<file path="config.mk">
export PLATFORM = sky130hd
export DESIGN_NAME = htia_ctrl
export DESIGN_NICKNAME = d
export VERILOG_FILES = /design/src/sv/htia_pkg.sv /design/src/sv/htia_ctrl.sv
export SDC_FILE = /design/constraint.sdc
export NUM_CORES = 1
export LEC_CHECK = 0
export BUFFER_PORTS_ARGS = -buffer_cell sky130_fd_sc_hd__buf_2
export CAP_MARGIN = 0
export CORE_AREA = 5 5 42 44
export DETAILED_ROUTE_END_ITERATION = 6
export DIE_AREA = 0 0 47 49
export GPL_TIMING_DRIVEN = 0
export PLACE_DENSITY_LB_ADDON = 0.3
export REMOVE_ABC_BUFFERS = 1
export SLEW_MARGIN = 5
export SYNTH_ARGS = -nofsm -noshare
export SYNTH_HDL_FRONTEND = slang
export SYNTH_SLANG_ARGS = --single-unit
</file>
<file path="constraint.sdc">
create_clock -name clock -period 1.62 [get_ports clock]
set_input_delay 0.324 -clock clock [delete_from_list [all_inputs] [get_ports clock]]
set_output_delay 0.324 -clock clock [all_outputs]
set_load 0.01 [all_outputs]
</file>
<file path="src/sv/htia_pkg.sv">
// Shared constants, codes and controller/datapath types for the handle table allocator.
package htia_pkg;

   localparam int CAPACITY_DEFAULT = 256;
   localparam int TAG_BITS_DEFAULT = 32;

   localparam int KIND_W   = 2;
   localparam int ID_W     = 8;
   localparam int CNT_W    = 9;
   localparam int STATUS_W = 2;

   // bitmap bits examined per scan cycle
   localparam int SCAN_GROUP = 16;

   localparam logic [CNT_W-1:0] FREE_KEPT_RESET = 9'd100;

   typedef logic [KIND_W-1:0] kind_type;
   localparam kind_type KIND_ADD    = 2'd0;
   localparam kind_type KIND_REMOVE = 2'd1;
   localparam kind_type KIND_FIND   = 2'd2;

   typedef logic [STATUS_W-1:0] status_type;
   localparam status_type STATUS_OK       = 2'd0;
   localparam status_type STATUS_RANGE    = 2'd1;
   localparam status_type STATUS_FULL     = 2'd2;
   localparam status_type STATUS_ZERO_TAG = 2'd3;

   typedef enum logic [2:0] {
      ST_IDLE,
      ST_DECODE,
      ST_FREE_SCAN,
      ST_EMPTY_SCAN,
      ST_COMMIT
   } state_type;

   typedef struct packed {
      logic load;
      logic start_free;
      logic start_empty;
      logic scan_free;
      logic scan_empty;
      logic commit;
   } cmd_type;

   typedef struct packed {
      logic add_go;
      logic free_nonempty;
      logic len_zero;
      logic free_hit;
      logic empty_hit;
      logic scan_last;
      logic out_free;
   } sts_type;

endpackage

</file>
<file path="src/sv/htia_ctrl.sv">
// Sequencing state machine for the handle table allocator.
module htia_ctrl (
   input  logic             clock,
   input  logic             reset,
   input  logic             req_valid,
   output logic             req_ready,
   output htia_pkg::cmd_type cmd,
   input  htia_pkg::sts_type sts
);
   import htia_pkg::*;

   state_type state_ff;
   state_type state_in;

   always_comb begin
      state_in = state_ff;
      case (state_ff)
         ST_IDLE: begin
            if (req_valid) state_in = ST_DECODE;
         end
         ST_DECODE: begin
            if (sts.add_go && sts.free_nonempty) begin
               state_in = ST_FREE_SCAN;
            end else if (sts.add_go && !sts.len_zero) begin
               state_in = ST_EMPTY_SCAN;
            end else begin
               state_in = ST_COMMIT;
            end
         end
         ST_FREE_SCAN: begin
            if (sts.free_hit) state_in = ST_COMMIT;
         end
         ST_EMPTY_SCAN: begin
            if (sts.empty_hit || sts.scan_last) state_in = ST_COMMIT;
         end
         ST_COMMIT: begin
            if (sts.out_free) state_in = req_valid ? ST_DECODE : ST_IDLE;
         end
         default: state_in = ST_IDLE;
      endcase
   end

   always_comb begin
      req_ready       = (state_ff == ST_IDLE) || (state_ff == ST_COMMIT && sts.out_free);
      cmd             = '0;
      cmd.load        = req_valid && req_ready;
      cmd.start_free  = (state_ff == ST_DECODE) && sts.add_go && sts.free_nonempty;
      cmd.start_empty = (state_ff == ST_DECODE) && sts.add_go && !sts.free_nonempty
                        && !sts.len_zero;
      cmd.scan_free   = (state_ff == ST_FREE_SCAN);
      cmd.scan_empty  = (state_ff == ST_EMPTY_SCAN);
      cmd.commit      = (state_ff == ST_COMMIT) && sts.out_free;
   end

   always_ff @(posedge clock) begin
      if (reset) begin
         state_ff <= ST_IDLE;
      end else begin
         state_ff <= state_in;
      end
   end

endmodule

</file>
## Word-level counts from Yosys, hierarchy flattened

Index checks and enable logic that the tools add are counted.

| storage, ports and cells | value |
|---|---|
| register bits after elaboration | 3 |
| input bits | 10 |
| output and inout bits | 7 |
| word-level logic and storage cells | 31 |

| cells by class | value |
|---|---|
| equal/unequal tests | 8 |
| muxes and demuxes | 8 |
| reduce and logical (&&, ||, !) cells | 14 |

Operator list:

| kind | number |
|---|---|
| two-way mux 3 bit | 6 |
| one-hot mux 3 bit (5 select lines) | 1 |
| logical AND 1 bit | 8 |
| == test 3 x 2 -> 1 bit (second input constant) | 2 |
| != test 2 x 1 -> 1 bit (second input constant) | 2 |
| != test 2 bit (second input constant) | 2 |
| AND reduction 4 bit | 1 |
| == test 3 x 1 -> 1 bit (second input constant) | 1 |
| == test 3 bit (second input constant) | 1 |
| logical NOT 3 bit | 1 |
| logical NOT 1 bit | 2 |
| logical OR 1 bit | 2 |
| two-way mux 1 bit | 1 |

## Longest topological paths before layout

| logic depth | value |
|---|---|
| depth in word-level cells | 5 |
| mapped depth | 5 |
| depth with buffers taken out | 4 |

## Worst setup path before layout

OpenSTA, ideal clock, no wires.

| path | value |
|---|---|
| kind | register to output |
| start point | register state_ff[0] |
| end point | output port cmd[4] (netlist bit) |
| arrival time | 0.864 ns |
| data required time | 1.296 ns |
| path slack | 0.432 ns |
| stages on the path, launching flop included | 4 |
| path buffers | 1 |
| cell sequence | dfxtp_1 -> buf_6 -> and4bb_2 -> and2_1 |

RTL lines:

| element | line | text |
|---|---|---|
| start: declaration | htia_ctrl.sv:12 | `state_type state_ff;` |
| start signal: assignment | htia_ctrl.sv:59 | `state_ff <= state_in;` |
| end: declaration | htia_ctrl.sv:7 | `output htia_pkg::cmd_type cmd,` |

==> impl_metrics.tcl <==
set metrics [dict create \
    routed_wl_um 776 \
    rows 14 \
    ys_seq_area_share_pct 20.9 \
    cp-end-kind "primary output" \
    core_um2 1400 \
    dr.pass1.iters 4 \
    die-height_um 49 \
    dpl.cell_count 68 \
    required_ns 1.30 \
    grt_use_total_pct 7.68 \
    clock.fmax_ghz 0.659 \
    gp_congestion 0.681 \
    cts_tree "done" \
    p_leak_nw 0.188 \
    wl_per_cell_um 10.8 \
    post-cts-setup-buffers 0 \
    htreeDepth 1 \
    worstPathArrival_ns 1.19 \
    viasPerCell 4.76 \
    syn_inst 37 \
    tns_ns 0 \
    period_minus_slack_ns 1.52 \
    die-area_um2 2300 \
    setup_viol 0 \
    cts_resized 0 \
    ctsHoldBuffers 0 \
    top_register "state_ff" \
    min_path_type "in2reg" \
    cts_root_buf "clkbuf_4" \
    tightest_slew_ns 0.209 \
    die_x_um 47 \
    grt_first_pass_wirelength_mm 1.28 \
    powerDensity_nw_per_um2 958 \
    start_kind "flop" \
    dp_hpwl_um 623 \
    cts_max_path_buffers 2 \
    fin_crit_sh_pct 93.7 \
    finClkSkew_ns 0.00231 \
    drive_above_1_share_pct 46.4 \
    io_pins 17 \
    diodes 0 \
    overflow 0 \
    grt_pass1_vias 288 \
    clk_latency_ns 0.23 \
    largest_reg_flops 3 \
    synth_top_flop_cell "dfxtp_1" \
    dp_slack_ns 0.268 \
    fillers 179 \
    maxSlewViolCount 0 \
    drv_cap 0 \
    ys_warn_count 0 \
    drc 0 \
    worstPathMaxFanout 6 \
    ys_ff_latch 3 \
    finalWorstSetupSlack_ns 0.102 \
    slew_headroom_pct 86.0 \
    reg_top3 "state_ff x3" \
    criticalPathCategory "reg2out" \
    portBuffers 16 \
    antenna_found_initial 0 \
    hold_viol_final 0 \
    cpMaxStageDelayCell "dfxtp_1" \
    drtIter0Drc 4 \
    peakVddDrop_uv 550 \
    slowest_delay_ns 0.41 \
    grt_setup_unrepaired "false" \
    grt_max_degree 14 \
    instances_no_fill 72 \
    vias 343 \
    final_antenna_net_count 0 \
    power_mw 0.388 \
    avgSynthCellArea_um2 7.78 \
    hold_ws_ns 0.313 \
    crit_chain "and4bb_2, and2_1, buf_2" \
    area_growth_pct 40.9 \
    status "finished, final reports clean" \
    synth_cell_types 23 \
    nets 67 \
    synth-edff-count 0 \
    cts_made_buffers 3 \
    clock_sinks 3 \
    start_util_pct 20.5 \
    ys_async_sr_fraction_pct 0 \
    clk_pin_slew_ns 0.04 \
    syn_area_um2 288 \
]
## area by class of cell
class,count,area (um^2),area share [%]
tap,16,20.0,4.94
multi-input combinational,32,213,52.5
sequential,3,62.6,15.4
inverter,1,3.75,0.926
timing repair buffer,16,80.1,19.8
clock buffer,4,26.3,6.48
## through the flow
step                area [um^2]  util (%)
floorplan                   277         -
global placement            377      26.9
detailed placement          377      26.9
CTS                         403      28.7
global route                405      28.9
finish                      405      28.9
## cells in the mapped netlist, drive strengths merged, types with 2 or more instances
| cell type | n | area share, % |
|---|---|---|
| nor2 | 6 | 7.8 |
| o21ai | 4 | 8.3 |
| and3 | 3 | 7.0 |
| dfxtp | 3 | 21 |
| nand2b | 3 | 7.4 |
| nor3 | 3 | 7.0 |
| a21oi | 2 | 3.5 |
| and2 | 2 | 4.3 |
| and4bb | 2 | 8.7 |
## where the power goes
| group | internal, mW | switching, mW | leakage, nW |
|---|---|---|---|
| registers | 0.0881 | 0.0275 | 0.0253 |
| clock network | 0.0922 | 0.0366 | 0.0150 |
| logic | 0.0721 | 0.0720 | 0.147 |
## cell usage in the layout, fill, tap and decap left out
master      n
and4bb_2    1
clkbuf_4    3
nand4b_1    1
nor3_1      2
dfxtp_1     1
a21oi_1     2
o21ai_2     1
nor2_1      6
nor4_1      1
nand2b_2    1
and4bb_1    1
and3_2      1
nand2b_1    2
a2bb2oi_1   1
o21ai_0     3
and2_1      2
inv_1       1
o22a_1      1
and3_1      2
o311a_1     1
o21bai_1    1
dfxtp_2     2
a21boi_0    1
clkbuf_1    1
buf_2      16
nor3_2      1
## routing by layer
| layer | wire, um | vias to the layer above | track usage [%] | share of wire [%] |
|---|---|---|---|---|
| met1 | 343 | 157 | 9.67 | 44 |
| met5 | 0 | - | 0 | 0 |
| met3 | 43 | 0 | 3.69 | 5.5 |
| li1 | - | 177 | - | - |
| met4 | 0 | 0 | 4.15 | 0 |
| met2 | 388 | 9 | 10.4 | 50 |
## kinds of logic after synthesis
family / share of synthesized area, %
flops: 20.9
buf+inv: 5.22
compound gates: 26.5
simple gates: 47.4
## final timing paths
kind          startpoint           to  cells after the start  slack (ns)
min                reset  state_ff[0]                      2        0.31
max reg2reg  state_ff[2]  state_ff[0]                      4        0.45
max          state_ff[2]       cmd[4]                      3        0.10
min reg2reg  state_ff[0]  state_ff[0]                      2        0.63
## worst max-delay path: cells and delay by family, from the launching register on
family,cells,cell delay (ns)
and+or+nand+nor,2,0.43
DFF,1,0.41
buffers and inverters,1,0.13
(Power assumes the default switching activity.)
